--- src/rntoa_pkg.sv ---
package rntoa_pkg;

   // width of the value field on the port, fixed
   localparam int VALUE_FIELD_W = 64;

   // default number of low value bits that take part
   localparam int VALUE_WIDTH_DEF = 64;

   // entries of the queue between front and back
   localparam int QUEUE_DEPTH = 2;

   // operation field codes
   localparam logic [1:0] OP_BIN = 2'd0;
   localparam logic [1:0] OP_DEC = 2'd1;

   // radix codes after classification
   localparam logic [1:0] RADIX_BIN = 2'd0;
   localparam logic [1:0] RADIX_DEC = 2'd1;
   localparam logic [1:0] RADIX_HEX = 2'd2;

   localparam logic [6:0] ASCII_DIGIT_BASE  = 7'h30;
   localparam logic [6:0] ASCII_LETTER_BASE = 7'h40;
   localparam logic [6:0] LETTER_OFFSET     = 7'd9;
   localparam logic [3:0] DIGIT_LIMIT       = 4'd10;

   function automatic logic [6:0] ascii_of_digit(input logic [3:0] digit);
      logic [6:0] ch;
      if (digit < DIGIT_LIMIT) begin
         ch = ASCII_DIGIT_BASE + {3'b000, digit};
      end else begin
         ch = ASCII_LETTER_BASE + {3'b000, digit} - LETTER_OFFSET;
      end
      return ch;
   endfunction

endpackage

--- src/rntoa_front.sv ---
module rntoa_front
   import rntoa_pkg::*;
#(
   parameter int VALUE_WIDTH = VALUE_WIDTH_DEF
) (
   input  logic                     clock,
   input  logic                     reset,
   input  logic                     req_valid,
   output logic                     req_stall,
   input  logic [VALUE_FIELD_W-1:0] req_value,
   input  logic [1:0]               req_operation,
   output logic                     push_valid,
   input  logic                     push_ready,
   output logic [VALUE_WIDTH+1:0]   push_data
);

   logic                   valid_ff, valid_in;
   logic [1:0]             radix_ff, radix_in;
   logic [VALUE_WIDTH-1:0] value_ff, value_in;
   logic                   accept;
   logic                   push;

   assign req_stall  = valid_ff && !push_ready;
   assign accept     = req_valid && !req_stall;
   assign push       = valid_ff && push_ready;
   assign push_valid = valid_ff;
   assign push_data  = {radix_ff, value_ff};

   // operation 3 decodes as hex: only the decimal and binary codes are singled out
   always_comb begin
      valid_in = valid_ff;
      radix_in = radix_ff;
      value_in = value_ff;
      if (push) begin
         valid_in = 1'b0;
      end
      if (accept) begin
         valid_in = 1'b1;
         value_in = req_value[VALUE_WIDTH-1:0];
         if (req_operation == OP_DEC) begin
            radix_in = RADIX_DEC;
         end else if (req_operation == OP_BIN) begin
            radix_in = RADIX_BIN;
         end else begin
            radix_in = RADIX_HEX;
         end
      end
   end

   always_ff @(posedge clock) begin
      if (reset) begin
         valid_ff <= 1'b0;
      end else begin
         valid_ff <= valid_in;
      end
      radix_ff <= radix_in;
      value_ff <= value_in;
   end

endmodule

--- src/rntoa_fifo.sv ---
module rntoa_fifo
   import rntoa_pkg::*;
#(
   parameter int DATA_W = VALUE_WIDTH_DEF + 2,
   parameter int DEPTH  = QUEUE_DEPTH
) (
   input  logic              clock,
   input  logic              reset,
   input  logic              push_valid,
   output logic              push_ready,
   input  logic [DATA_W-1:0] push_data,
   output logic              pop_valid,
   input  logic              pop_ready,
   output logic [DATA_W-1:0] pop_data
);

   localparam int PTR_W   = (DEPTH > 1) ? $clog2(DEPTH) : 1;
   localparam int COUNT_W = $clog2(DEPTH + 1);

   logic [DATA_W-1:0]  entry_ff [DEPTH];
   logic [PTR_W-1:0]   wr_ptr_ff, wr_ptr_in;
   logic [PTR_W-1:0]   rd_ptr_ff, rd_ptr_in;
   logic [COUNT_W-1:0] count_ff, count_in;
   logic               push, pop;

   assign push_ready = count_ff != COUNT_W'(DEPTH);
   assign pop_valid  = count_ff != '0;
   assign pop_data   = entry_ff[rd_ptr_ff];
   assign push       = push_valid && push_ready;
   assign pop        = pop_valid && pop_ready;

   always_comb begin
      wr_ptr_in = wr_ptr_ff;
      rd_ptr_in = rd_ptr_ff;
      count_in  = count_ff;
      if (push) begin
         wr_ptr_in = (wr_ptr_ff == PTR_W'(DEPTH - 1)) ? '0 : wr_ptr_ff + 1'b1;
      end
      if (pop) begin
         rd_ptr_in = (rd_ptr_ff == PTR_W'(DEPTH - 1)) ? '0 : rd_ptr_ff + 1'b1;
      end
      if (push && !pop) begin
         count_in = count_ff + 1'b1;
      end else if (pop && !push) begin
         count_in = count_ff - 1'b1;
      end
   end

   always_ff @(posedge clock) begin
      if (reset) begin
         wr_ptr_ff <= '0;
         rd_ptr_ff <= '0;
         count_ff  <= '0;
      end else begin
         wr_ptr_ff <= wr_ptr_in;
         rd_ptr_ff <= rd_ptr_in;
         count_ff  <= count_in;
      end
      if (push) begin
         entry_ff[wr_ptr_ff] <= push_data;
      end
   end

endmodule

--- src/rntoa_back.sv ---
module rntoa_back
   import rntoa_pkg::*;
#(
   parameter int VALUE_WIDTH = VALUE_WIDTH_DEF
) (
   input  logic                   clock,
   input  logic                   reset,
   input  logic                   pop_valid,
   output logic                   pop_ready,
   input  logic [VALUE_WIDTH+1:0] pop_data,
   output logic                   rsp_valid,
   input  logic                   rsp_stall,
   output logic [6:0]             rsp_ascii_char,
   output logic                   rsp_last_char
);

   localparam int HEX_DIGITS = (VALUE_WIDTH + 3) / 4;
   localparam int HEX_W      = 4 * HEX_DIGITS;
   // floor(w * log10(2)) + 1 decimal digits
   localparam int DEC_DIGITS = (VALUE_WIDTH * 30103) / 100000 + 1;
   // the bcd field is at least as wide as the hex and binary images
   localparam int SH_W       = 4 * DEC_DIGITS;
   localparam int CNT_W      = $clog2(VALUE_WIDTH + 1);

   localparam logic [1:0] ST_IDLE   = 2'd0;
   localparam logic [1:0] ST_DABBLE = 2'd1;
   localparam logic [1:0] ST_SKIP   = 2'd2;
   localparam logic [1:0] ST_EMIT   = 2'd3;

   logic [1:0]             state_ff, state_in;
   logic [1:0]             radix_ff, radix_in;
   logic [SH_W-1:0]        sh_ff, sh_in;
   logic [VALUE_WIDTH-1:0] bin_ff, bin_in;
   logic [CNT_W-1:0]       cnt_ff, cnt_in;
   logic [CNT_W-1:0]       step_ff, step_in;

   logic                   is_bin;
   logic [3:0]             top_digit;
   logic [SH_W-1:0]        sh_shifted;
   logic [SH_W-1:0]        sh_corr;
   logic [VALUE_WIDTH-1:0] pop_value;
   logic [1:0]             pop_radix;

   assign pop_value = pop_data[VALUE_WIDTH-1:0];
   assign pop_radix = pop_data[VALUE_WIDTH+1:VALUE_WIDTH];

   assign is_bin     = radix_ff == RADIX_BIN;
   assign top_digit  = is_bin ? {3'b000, sh_ff[SH_W-1]} : sh_ff[SH_W-1 -: 4];
   assign sh_shifted = is_bin ? {sh_ff[SH_W-2:0], 1'b0} : {sh_ff[SH_W-5:0], 4'b0000};

   // add 3 to every bcd digit of five or more before the shift
   always_comb begin
      for (int i = 0; i < DEC_DIGITS; i++) begin
         sh_corr[4*i +: 4] = (sh_ff[4*i +: 4] >= 4'd5) ? sh_ff[4*i +: 4] + 4'd3
                                                       : sh_ff[4*i +: 4];
      end
   end

   assign pop_ready      = state_ff == ST_IDLE;
   assign rsp_valid      = state_ff == ST_EMIT;
   assign rsp_ascii_char = ascii_of_digit(top_digit);
   assign rsp_last_char  = cnt_ff == CNT_W'(1);

   always_comb begin
      state_in = state_ff;
      radix_in = radix_ff;
      sh_in    = sh_ff;
      bin_in   = bin_ff;
      cnt_in   = cnt_ff;
      step_in  = step_ff;
      case (state_ff)
         ST_IDLE: begin
            if (pop_valid) begin
               radix_in = pop_radix;
               bin_in   = pop_value;
               sh_in    = '0;
               case (pop_radix)
                  RADIX_BIN: begin
                     sh_in[SH_W-1 -: VALUE_WIDTH] = pop_value;
                     cnt_in   = CNT_W'(VALUE_WIDTH);
                     state_in = ST_SKIP;
                  end
                  RADIX_DEC: begin
                     step_in  = CNT_W'(VALUE_WIDTH);
                     cnt_in   = CNT_W'(DEC_DIGITS);
                     state_in = ST_DABBLE;
                  end
                  default: begin
                     sh_in[SH_W-1 -: HEX_W] = HEX_W'(pop_value);
                     cnt_in   = CNT_W'(HEX_DIGITS);
                     state_in = ST_SKIP;
                  end
               endcase
            end
         end
         ST_DABBLE: begin
            sh_in   = {sh_corr[SH_W-2:0], bin_ff[VALUE_WIDTH-1]};
            bin_in  = {bin_ff[VALUE_WIDTH-2:0], 1'b0};
            step_in = step_ff - 1'b1;
            if (step_ff == CNT_W'(1)) begin
               state_in = ST_SKIP;
            end
         end
         ST_SKIP: begin
            // drop leading zeros, keeping at least one digit
            if (cnt_ff != CNT_W'(1) && top_digit == 4'd0) begin
               sh_in  = sh_shifted;
               cnt_in = cnt_ff - 1'b1;
            end else begin
               state_in = ST_EMIT;
            end
         end
         ST_EMIT: begin
            if (!rsp_stall) begin
               if (cnt_ff == CNT_W'(1)) begin
                  state_in = ST_IDLE;
               end else begin
                  sh_in  = sh_shifted;
                  cnt_in = cnt_ff - 1'b1;
               end
            end
         end
         default: begin
            state_in = ST_IDLE;
         end
      endcase
   end

   always_ff @(posedge clock) begin
      if (reset) begin
         state_ff <= ST_IDLE;
      end else begin
         state_ff <= state_in;
      end
      radix_ff <= radix_in;
      sh_ff    <= sh_in;
      bin_ff   <= bin_in;
      cnt_ff   <= cnt_in;
      step_ff  <= step_in;
   end

`ifndef ASSERT_OFF
   a_dec_digit_range: assert property (@(posedge clock) disable iff (reset)
      (state_ff == ST_EMIT && radix_ff == RADIX_DEC) |-> top_digit <= 4'd9)
      else $error("decimal digit out of range");

   a_last_goes_idle: assert property (@(posedge clock) disable iff (reset)
      (rsp_valid && rsp_last_char && !rsp_stall) |=> state_ff == ST_IDLE)
      else $error("back did not return to idle after last digit");

   a_count_nonzero: assert property (@(posedge clock) disable iff (reset)
      (state_ff == ST_SKIP || state_ff == ST_EMIT) |-> cnt_ff != '0)
      else $error("digit count ran out");

   a_dabble_done: assert property (@(posedge clock) disable iff (reset)
      (state_ff == ST_DABBLE && step_ff == CNT_W'(1)) |=> state_ff == ST_SKIP)
      else $error("bcd conversion did not finish");
`endif

endmodule

--- src/radix_number_to_ascii.sv ---
// path: front register, queue, then back states idle, dabble (decimal only), skip and emit;
//   leading zero digits are dropped in skip, and a response stall holds the back in emit
// items: back takes no new item until it has sent the last digit of the one it holds;
//   the queue keeps the input open while it has room
// reset: synchronous, active high; clears valid flags, queue pointers and back state
module radix_number_to_ascii
   import rntoa_pkg::*;
#(
   parameter int VALUE_WIDTH = VALUE_WIDTH_DEF
) (
   input  logic                     clock,
   input  logic                     reset,
   // input items: value and radix select
   input  logic                     req_valid,
   output logic                     req_stall,
   input  logic [VALUE_FIELD_W-1:0] req_value,
   input  logic [1:0]               req_operation,
   // result items: one ascii digit each, most significant first
   output logic                     rsp_valid,
   input  logic                     rsp_stall,
   output logic [6:0]               rsp_ascii_char,
   output logic                     rsp_last_char
);

   // queue entry holds radix code above the masked value
   localparam int ENTRY_W = VALUE_WIDTH + 2;

   logic               push_valid;
   logic               push_ready;
   logic [ENTRY_W-1:0] push_data;
   logic               pop_valid;
   logic               pop_ready;
   logic [ENTRY_W-1:0] pop_data;

   // front: takes the item, masks the value, classifies the radix
   rntoa_front #(
      .VALUE_WIDTH (VALUE_WIDTH)
   ) u_front (
      .clock         (clock),
      .reset         (reset),
      .req_valid     (req_valid),
      .req_stall     (req_stall),
      .req_value     (req_value),
      .req_operation (req_operation),
      .push_valid    (push_valid),
      .push_ready    (push_ready),
      .push_data     (push_data)
   );

   // short queue so front and back stall independently
   rntoa_fifo #(
      .DATA_W (ENTRY_W),
      .DEPTH  (QUEUE_DEPTH)
   ) u_queue (
      .clock      (clock),
      .reset      (reset),
      .push_valid (push_valid),
      .push_ready (push_ready),
      .push_data  (push_data),
      .pop_valid  (pop_valid),
      .pop_ready  (pop_ready),
      .pop_data   (pop_data)
   );

   // back: bcd conversion for decimal, leading zero skip, digit output
   rntoa_back #(
      .VALUE_WIDTH (VALUE_WIDTH)
   ) u_back (
      .clock          (clock),
      .reset          (reset),
      .pop_valid      (pop_valid),
      .pop_ready      (pop_ready),
      .pop_data       (pop_data),
      .rsp_valid      (rsp_valid),
      .rsp_stall      (rsp_stall),
      .rsp_ascii_char (rsp_ascii_char),
      .rsp_last_char  (rsp_last_char)
   );

endmodule
--- config.mk ---
export PLATFORM = sky130hd
export DESIGN_NAME = radix_number_to_ascii
export DESIGN_NICKNAME = d
export VERILOG_FILES = /design/src/rntoa_pkg.sv /design/src/rntoa_front.sv /design/src/rntoa_fifo.sv /design/src/rntoa_back.sv /design/src/radix_number_to_ascii.sv
export SDC_FILE = /design/constraint.sdc
export NUM_CORES = 1
export LEC_CHECK = 0
export ABC_CLOCK_PERIOD_IN_PS = 7700
export BUFFER_PORTS_ARGS = -buffer_cell sky130_fd_sc_hd__buf_4
export CAP_MARGIN = 20
export CORE_ASPECT_RATIO = 0.6
export CORE_MARGIN = 4
export CORE_UTILIZATION = 57
export CTS_BUF_LIST = sky130_fd_sc_hd__clkbuf_8
export DETAILED_ROUTE_END_ITERATION = 8
export GPL_TIMING_DRIVEN = 1
export PLACE_DENSITY = 0.74
export SLEW_MARGIN = 20
export SYNTH_ARGS = -nofsm -noshare
export SYNTH_HDL_FRONTEND = slang
export SYNTH_HIERARCHICAL = 1
export SYNTH_SLANG_ARGS = --single-unit
--- constraint.sdc ---
create_clock -name clock -period 7.7 [get_ports clock]
set_clock_uncertainty 0.2 [all_clocks]
set_input_delay 1.155 -clock clock [delete_from_list [all_inputs] [get_ports clock]]
set_output_delay 1.155 -clock clock [all_outputs]
set_load 0.01 [all_outputs]
==> metrics.md, run 1 <==
| Metric | Value |
|---|---|
| Core Region | 0.0291 mm2 |
| FP Rows | 48 |
| RSZ-0062 raised after global routing | false |
| Register area share after synthesis | 64.2% |
| Initial Util | 58.5% |
| Aggregate global routing overflow | 0 |
| Root Buffer | clkbuf_8 |
| Critical Path RT | 6340 ps |
| H-tree level count | 2 |
| Vias in the first global route | 10289 |
| Mapped Cells | 1331 |
| ANT nets after route | 0 |
| Clk sinks | 366 |
| Width of the die | 231 um |
| CP endpoint kind | output port |
| Initial antenna violation count | 0 |
| P per Cell Area | 402 mW/mm2 |
| Syn_nets | 1453 |
| Remaining routing DRC violations | 0 |
| Worst-skew pair later-pin latency | 600 ps |
| Post-synth ARST share | 0% |
| Syn Std Cell Area | 0.0170 mm2 |
| CTS tree | done |
| Final nets | 1542 |
| Final non-filler cell total | 1856 |
| Post-synthesis average cell area | 12.8 um2 |
| Max Freq | 0.244 GHz |
| CTS buffer count | 52 |
| Fraction of layout cells with a size suffix above 1 | 20.4% |
| Max-slew violations | 0 |
| VDD IR max | 257 uV |
| Synth area leaders | edfxtp_1, mux2_2, a21oi_1 |
| Critical Path Source Type | register |
| GP Congestion | 0.827 |
| Postcts setup bufs | 0 |
| Clock transition at path regs | 60 ps |
| Cts hold-fix bufs | 0 |
| Setup ws final | 3600 ps |
| Global route hottest layer | met1 |
| Max-cap violations | 0 |
| Top cell type's share of synthesized area | 63.2% |
| Status | completed |
| M1 GR Usage | 31.8% |
| TritonRoute pass-1 iters | 5 |
| Hold Path Class | register to register |
| Count of state elements after synthesis | 366 |
| Post-cts resize count | 0 |
| Crit path from | u_back/radix_ff[0]$_DFFE_PP_ |
| Leakage | 6.77 nW |
| Slew of the pin with the lowest slew margin | 1050 ps |
| Syn. warnings | 6 |
| Initial drt markers | 990 |
| Final instance area | 0.0189 mm2 |
| Dpl hpwl | 19.8 mm |
| Worst Path Arrival | 2740 ps |
| Reg2reg setup slack | 4010 ps |
| Routed via count | 10549 |
| GRT met2 Usage | 29.3% |
| Port Buffers | 79 |
| Min cycle time layout | 4100 ps |
| Die area | 0.0327 mm2 |
| Critical R2R Launch | u_back/radix_ff[1]$_DFFE_PP_ |
| I/O pin total | 80 |
| Post-synth EDFFs | 358 |
| Synth cell types | 47 |
| List of most frequent post-synthesis cells | edfxtp_1, a21oi_1, nand2_1 |
| # diodes | 0 |
| WL final | 33.5 mm |
| Avg Vias per Cell | 5.68 |
| DP Area | 0.0180 mm2 |
| Worst-case clock buffer depth | 3 |
| Most numerous cell in the Yosys netlist | edfxtp_1 |
| # setup viols final | 0 |
| Min-delay src | u_front/value_ff[48]$_DFFE_PP_ |
| Wire per inst | 18.1 um |
| Synth area leader | edfxtp_1 |
| Pre-CTS WS | 4000 ps |
| Area delta synth->final | 11.4% |
| Worst-path fanout max | 82 |
| Tot GR Track Use | 20.3% |
| Largest net degree at the start of global routing | 85 |
| Final setup TNS | 0 ps |
| Period utilization | 53.2% |
| Slew HR | 29.8% |
| Final Hold Vio Count | 0 |
| Post-synth top flop | edfxtp_1 |
| First-pass GRT wire length | 53.7 mm |
| Die height | 142 um |
| Dpl cells | 1765 |
| M3 GR Usage | 4.09% |
| Setup CP Type | register to output port |
registers in the layout, indices dropped and copies added, names as in the netlist, named ones only:
register	flops
u_queue/entry_ff	132
u_back/sh_ff	80
u_back/bin_ff	64
u_front/value_ff	64
u_back/cnt_ff	7
u_back/step_ff	7
u_back/radix_ff	2
u_back/state_ff	2
u_front/radix_ff	2
u_queue/count_ff	2
u_front/push_valid	1
u_queue/rd_ptr_ff	1
u_queue/wr_ptr_ff	1
final timing paths:
kind | cells after the start | end
worst max-delay path | 7 | rsp_ascii_char[4]
worst min-delay path | 0 | u_queue/entry_ff[1][48]$_DFFE_PP_
worst max register to register | 7 | u_back/cnt_ff[2]$_DFFE_PP_
worst min register to register | 0 | u_queue/entry_ff[1][48]$_DFFE_PP_
cells by family after synthesis:
| family | synth area share [%] |
|---|---|
| flops | 64.2 |
| xor+xnor | 2.32 |
| fa+ha+maj | 3.83 |
| compound gates | 10.2 |
| buf+inv | 2.80 |
| simple gates | 7.76 |
| mux | 8.96 |
critical path, cell delays in order, from the launching register on:
cell	delay [ps]
edfxtp_1	390
or2_2	130
buf_4	670
nand2_1	240
ha_1	290
a21oi_1	210
inv_1	60
buf_4	140
through the flow:
| stage | hold slack [ps] | total power, mW | utilization [%] |
|---|---|---|---|
| after floorplan | 221 | 5.42 | - |
| after global placement | 225 | 6.06 | 61.9 |
| after detailed placement | 229 | 6.19 | 61.9 |
| after CTS | 239 | 7.62 | 65.1 |
| after global routing | 251 | 8.12 | 65.2 |
| final | 241 | 7.61 | 65.2 |
layout by cell type, fill, tap and decap left out, types with 11 or more instances in the layout:
master    instances
edfxtp_1        358
a21oi_1         213
nand2_1         167
mux2_2          129
buf_4            92
o21ai_0          78
inv_1            72
clkbuf_8         53
ha_1             51
nor2_1           47
nand2b_1         23
nor3b_1          23
xnor2_1          23
xor2_1           22
clkinv_1         16
o31ai_1          11
power breakdown:
group | switching, mW | leakage [nW] | internal (mW)
clock network | 0.703 | 0.525 | 0.700
logic | 1.68 | 2.77 | 1.05
registers | 0.451 | 3.47 | 3.02
per-layer routing:
layer | part of all wire [%] | vias up
met2 | 42 | 348
met4 | 1.2 | 0
met5 | 0 | -
met3 | 7.1 | 39
met1 | 49 | 5120
li1 | - | 5042
layout make-up:
class	instances	area, um2
clock buffer	53	729
clock inverter	37	199
fill	2219	10100
inverter	56	210
multi-input combinational	851	5670
sequential	366	10900
tap	400	500
timing repair buffer	93	718
Note: power is estimated with default switching activity, not from simulation.
==> run 2, diff against run 1 <==
- ABC_CLOCK_PERIOD_IN_PS: 7700 -> 4250
- clock period: 7.7 -> 4.25 ns (I/O delays scaled with it)
==> metrics.md, run 2 (synthesis results as in run 1) <==
| Metric | Value |
|---|---|
| Status | completed |
| CTS tree | done |
| Dpl cells | 1769 (+0.23%) |
| Top reg by flops | u_queue/entry_ff |
| Dpl hpwl | 20.8 mm (+4.9%) |
| Setup CP Type | register to output port |
| Tot GR Track Use | 21.7% (+1.4 points) |
| Final Hold Vio Count | 0 (unchanged) |
| Sw Share | 36.8% (-0.45 points) |
| Final non-filler cell total | 1923 (+3.6%) |
| # setup viols final | 0 (unchanged) |
| VDD IR max | 482 uV (+88%) |
| Final total power | 14.0 mW (+84%) |
| Postcts setup bufs | 0 (unchanged) |
| Biggest regs | u_queue/entry_ff x132, u_back/sh_ff x80 |
| DP Area | 0.0181 mm2 (+0.45%) |
| Critical Path Source Type | register |
| Die height | 142 um (unchanged) |
| Multi-input gate area in the final layout | 0.00567 mm2 (unchanged) |
| Port Buffers | 79 (unchanged) |
| P per Cell Area | 712 mW/mm2 (+77%) |
| Worst-case clock buffer depth | 3 (unchanged) |
| Area delta synth->final | 15.7% |
| Wire per inst | 18.2 um (+0.63%) |
| Worst-skew pair later-pin latency | 600 ps (about the same) |
| FP Rows | 48 (unchanged) |
| Comb pwr share | 36.5% (+0.6 points) |
| Critical Path RT | 3410 ps (-2930 ps) |
| Min cycle time layout | 3010 ps |
| Clock Power Share | 19.0% (+0.6 points) |
| WL final | 34.9 mm (+4.3%) |
| FF+latch area | 0.0109 mm2 (unchanged) |
| GP Congestion | 0.816 (-1.3%) |
| Initial antenna violation count | 0 (unchanged) |
| Aggregate global routing overflow | 0 (unchanged) |
| Hold Path Class | primary input to register |
| Final instance area | 0.0197 mm2 (+3.9%) |
| Root Buffer | clkbuf_8 |
| Clock transition at path regs | 70 ps (about the same) |
| Slew HR | 32.7% (+2.9 points) |
| Clk sinks | 366 (unchanged) |
| Initial Util | 58.5% (unchanged) |
| Commonest non-fill, non-tap cell in the layout | edfxtp_1 |
| Final nets | 1608 (+4.3%) |
| First-pass GRT wire length | 57.0 mm (+6.1%) |
| Sw Pwr | 5.15 mW (+82%) |
| Period utilization | 70.8% |
| CTS buffer count | 51 (-1.9%) |
| Slew of the pin with the lowest slew margin | 999 ps (-54.2 ps) |
| ANT nets after route | 0 (unchanged) |
| CP endpoint kind | output port |
| H-tree level count | 2 (unchanged) |
| Post-cts resize count | 0 (unchanged) |
| Crit path from | u_back/radix_ff[1]$_DFFE_PP_ |
| RSZ-0062 raised after global routing | false |
| Max Freq | 0.332 GHz |
| Largest net degree at the start of global routing | 78 (-8.2%) |
| Filler cell count | 2100 (-5.4%) |
| Worst Path Arrival | 2170 ps (-570 ps) |
| Max-slew violations | 0 (unchanged) |
| Largest register FFs | 132 (unchanged) |
| Avg Vias per Cell | 5.62 (-1.1%) |
| Final setup TNS | 0 ps (unchanged) |
| Leakage | 7.08 nW (+4.7%) |
| Remaining routing DRC violations | 0 (unchanged) |
| TritonRoute pass-1 iters | 5 (unchanged) |
| Final Util | 67.7% (+2.5 points) |
| Internal power | 8.85 mW (+85%) |
| # diodes | 0 (unchanged) |
| Core Region | 0.0291 mm2 (unchanged) |
| Max-cap violations | 0 (unchanged) |
| I/O pin total | 80 (unchanged) |
| Routed via count | 10813 (+2.5%) |
| Worst-path fanout max | 6 (-93%) |
| Initial drt markers | 988 (-0.20%) |
| Reg power frac | 44.5% (-1.1 points) |
| Pre-CTS WS | 1420 ps (-2580 ps) |
| Die area | 0.0327 mm2 (unchanged) |
| Hold WS | 61.9 ps (-179 ps) |
| Most frequent cells in the layout | edfxtp_1, a21oi_1, nand2_1, mux2_2, buf_4 |
| Width of the die | 231 um (unchanged) |
| Setup ws final | 1240 ps (-2360 ps) |
| Min-delay src | req_value[27] |
| Vias in the first global route | 10691 (+3.9%) |
| Fraction of layout cells with a size suffix above 1 | 19.8% (-0.57 points) |
run 2: cell type report:
class                           count  share of cell area, %
Clock inverter                     35                   1.07
Multi-Input combinational cell    851                   28.8
Timing Repair Buffer              160                   7.17
Tap cell                          400                   2.54
Sequential cell                   366                   55.5
Clock buffer                       55                   3.85
Inverter                           56                   1.07
run 2: power by group through the flow:
stage / registers [mW] / logic [mW] / clock network [mW]
after global routing: 6.35 / 5.72 / 2.91
after CTS: 6.21 / 5.10 / 2.73
after global placement: 6.24 / 4.84 / 0
after floorplan: 6.05 / 3.73 / 0
final: 6.23 / 5.11 / 2.66
after detailed placement: 6.27 / 5.02 / 0
run 2: critical path, cell delays in order, from the launching register on:
cell and delay, ps:
edfxtp_1 430, or2_2 380, nand2_1 140, ha_1 190, inv_1 40, nor2_1 120, xnor2_1 130, buf_4 140
run 2: repair_timing:
item | CTS | global route
endpoints found under the setup margin | 0 | 0
hold buffers | 64 | 0
hold endpoints to repair | 64 | 0
run 2: routing by layer:
layer / global-route usage [%] / vias up / share of wire [%]
met3: 3.95 / 51 / 7.0
met5: 0 / - / 0
met4: 5.60 / 0 / 1.6
li1: - / 5189 / -
met2: 32.2 / 365 / 44
met1: 33.3 / 5208 / 48
run 2: worst paths after layout:
check | to | cells past startpoint | slack [ps]
hold reg to reg | u_queue/entry_ff[0][29]$_DFFE_PP_ | 0 | 240
setup / recovery | rsp_ascii_char[2] | 7 | 1240
setup reg to reg | u_back/sh_ff[49]$_DFFE_PP_ | 7 | 1370
hold / removal | u_front/value_ff[27]$_DFFE_PP_ | 1 | 60
==> run 3, diff against run 2 <==
- ABC_CLOCK_PERIOD_IN_PS: 4250 -> 2500
- PLACE_DENSITY: 0.74 -> 0.77
- clock period: 4.25 -> 2.5 ns (I/O delays scaled with it)
==> metrics.md, run 3 (synthesis results as in run 1) <==
| Metric | Value |
|---|---|
| Most frequent cells in the layout | edfxtp_1, a21oi_1, nand2_1, mux2_2, buf_4 |
| Final Hold Vio Count | 0 (unchanged) |
| Slew of the pin with the lowest slew margin | 889 ps (-109 ps) |
| Worst-skew pair later-pin latency | 580 ps (-20 ps) |
| Critical Path Source Type | register |
| Core Region | 0.0291 mm2 (unchanged) |
| Reg power frac | 44.3% (-0.2 points) |
| CTS buffer count | 52 (+2.0%) |
| Avg Vias per Cell | 5.58 (-0.85%) |
| Setup ws final | -198 ps (-1440 ps) |
| CTS tree | done |
| FF+latch area | 0.0109 mm2 (unchanged) |
| Clock Power Share | 17.5% (-1.5 points) |
| Filler cell count | 2053 (-2.2%) |
| Worst Path Arrival | 2120 ps (-50 ps) |
| Comb pwr share | 38.2% (+1.7 points) |
| Max-cap violations | 0 (unchanged) |
| P per Cell Area | 1200 mW/mm2 (+69%) |
| Largest net degree at the start of global routing | 78 (unchanged) |
| Slew HR | 40.7% (+8.0 points) |
| Vias in the first global route | 10855 (+1.5%) |
| FP Rows | 48 (unchanged) |
| Sw Share | 37.3% (+0.46 points) |
| Die area | 0.0327 mm2 (unchanged) |
| Initial Util | 58.5% (unchanged) |
| Hold Path Class | register to register |
| CP endpoint kind | output port |
| Period utilization | 108% |
| # setup viols final | 5 (+5) |
| Port Buffers | 79 (unchanged) |
| Die height | 142 um (unchanged) |
| Root Buffer | clkbuf_8 |
| Max-slew violations | 0 (unchanged) |
| Biggest regs | u_queue/entry_ff x132, u_back/sh_ff x80 |
| H-tree level count | 2 (unchanged) |
| Tot GR Track Use | 20.8% (-0.85 points) |
| Clock transition at path regs | 70 ps (about the same) |
| Commonest non-fill, non-tap cell in the layout | edfxtp_1 |
| Sw Pwr | 8.90 mW (+73%) |
| Status | finished, violations left |
| Initial antenna violation count | 0 (unchanged) |
| Top reg by flops | u_queue/entry_ff |
| Multi-input gate area in the final layout | 0.00576 mm2 (+1.5%) |
| Aggregate global routing overflow | 0 (unchanged) |
| ANT nets after route | 0 (unchanged) |
| Final non-filler cell total | 1943 (+1.0%) |
| GP Congestion | 0.841 (+3.0%) |
| Fraction of layout cells with a size suffix above 1 | 21.1% (+1.2 points) |
| Setup CP Type | register to output port |
| Initial drt markers | 1099 (+11%) |
| Violated checks | negative setup slack |
| VDD IR max | 903 uV (+87%) |
| Worst-case clock buffer depth | 3 (unchanged) |
| TritonRoute pass-1 iters | 7 (+2) |
| I/O pin total | 80 (unchanged) |
| Final total power | 23.9 mW (+71%) |
| Final nets | 1624 (+1.0%) |
| Dpl hpwl | 20.2 mm (-2.8%) |
| Wire per inst | 17.4 um (-4.5%) |
| Max Freq | 0.371 GHz |
| Remaining routing DRC violations | 0 (unchanged) |
| Min-delay src | u_front/value_ff[60]$_DFFE_PP_ |
| # diodes | 0 (unchanged) |
| Min cycle time layout | 2700 ps |
| Leakage | 7.19 nW (+1.6%) |
| Worst-path fanout max | 2 (-4) |
| Dpl cells | 1774 (+0.28%) |
| Largest register FFs | 132 (unchanged) |
| Crit path from | u_back/radix_ff[1]$_DFFE_PP_ |
| Pre-CTS WS | 244 ps (-1180 ps) |
| First-pass GRT wire length | 55.6 mm (-2.4%) |
| Routed via count | 10833 (+0.18%) |
| Critical Path RT | 1920 ps (-1490 ps) |
| Width of the die | 231 um (unchanged) |
| WL final | 33.7 mm (-3.5%) |
| Area delta synth->final | 17.1% |
| RSZ-0062 raised after global routing | true |
| Internal power | 15.0 mW (+69%) |
| Critical R2R Launch | u_back/radix_ff[1]$_DFFE_PP_ |
| Clk sinks | 366 (unchanged) |
## run 3: cell types whose count changed in the layout (fill, tap and decap cells not counted), sizes merged
cell,previous run,this run
buf,96,106
dlygate4sd3,64,69
inv,72,77
clkinv,16,20
bufinv,3,0
clkbuf,55,53
clkinvlp,0,1
## run 3: metal layers
layer / wire [um] / vias up / GRT usage (%) / share of wire [%]
li1: - / 5216 / - / -
met1: 16000 / 5161 / 31.3 / 47
met2: 14800 / 394 / 31.8 / 44
met3: 2390 / 62 / 3.89 / 7.1
met4: 524 / 0 / 4.93 / 1.6
met5: 0 / - / 0 / 0
## run 3: final timing paths
check                                            to  slack, ps  cells after the start
setup / recovery                  rsp_ascii_char[2]       -200                      7
hold / removal    u_queue/entry_ff[1][60]$_DFFE_PP_        240                      0
setup reg to reg     u_back/cnt_ff[3]$_SDFFCE_PP0P_        150                      7
hold reg to reg   u_queue/entry_ff[1][60]$_DFFE_PP_        240                      0
## run 3: cell type report
class,count,area share (%)
flip-flops and latches,366,54.8
inverters,56,1.07
well taps,400,2.51
clock buffers,53,3.66
repair buffers,175,8.19
clock inverters,42,0.836
multi-input cells,851,28.9
## run 3: power by group through the flow
| stage | combinational (mW) | clock, mW | sequential [mW] |
|---|---|---|---|
| after floorplan | 6.49 | 0 | 10.2 |
| after global placement | 8.49 | 0 | 10.6 |
| after detailed placement | 8.81 | 0 | 10.6 |
| after CTS | 8.96 | 4.28 | 10.5 |
| after global routing | 10.1 | 4.59 | 10.8 |
| final | 9.13 | 4.17 | 10.6 |
## run 3: critical path, cell delays in order, from the launching register on
cell,delay [ps]
edfxtp_1,430
nor2_4,170
mux2i_4,260
ha_2,220
inv_2,50
nor2_4,120
xnor2_2,140
buf_4,150
## run 3: what timing repair did
action                                  4_1_cts  5_1_grt
gates resized for setup                       1        9
endpoints found under the setup margin        5        5
hold buffers                                 69        0
setup buffers                                 1        4
pin swaps                                     4        6
hold endpoints to repair                     73        0
## run 3: metrics by stage
step | hold slack [ps] | TNS, ps | instance area, um2 | utilization [%]
final | 237 | -564 | 19900 | 68.5
after global routing | 226 | -1160 | 19900 | 68.5
after CTS | 209 | -894 | 19800 | 68.3
after detailed placement | 230 | 0 | 18200 | 62.8
after global placement | 223 | 0 | 18200 | 62.8
after floorplan | 221 | -4680 | 17100 | -
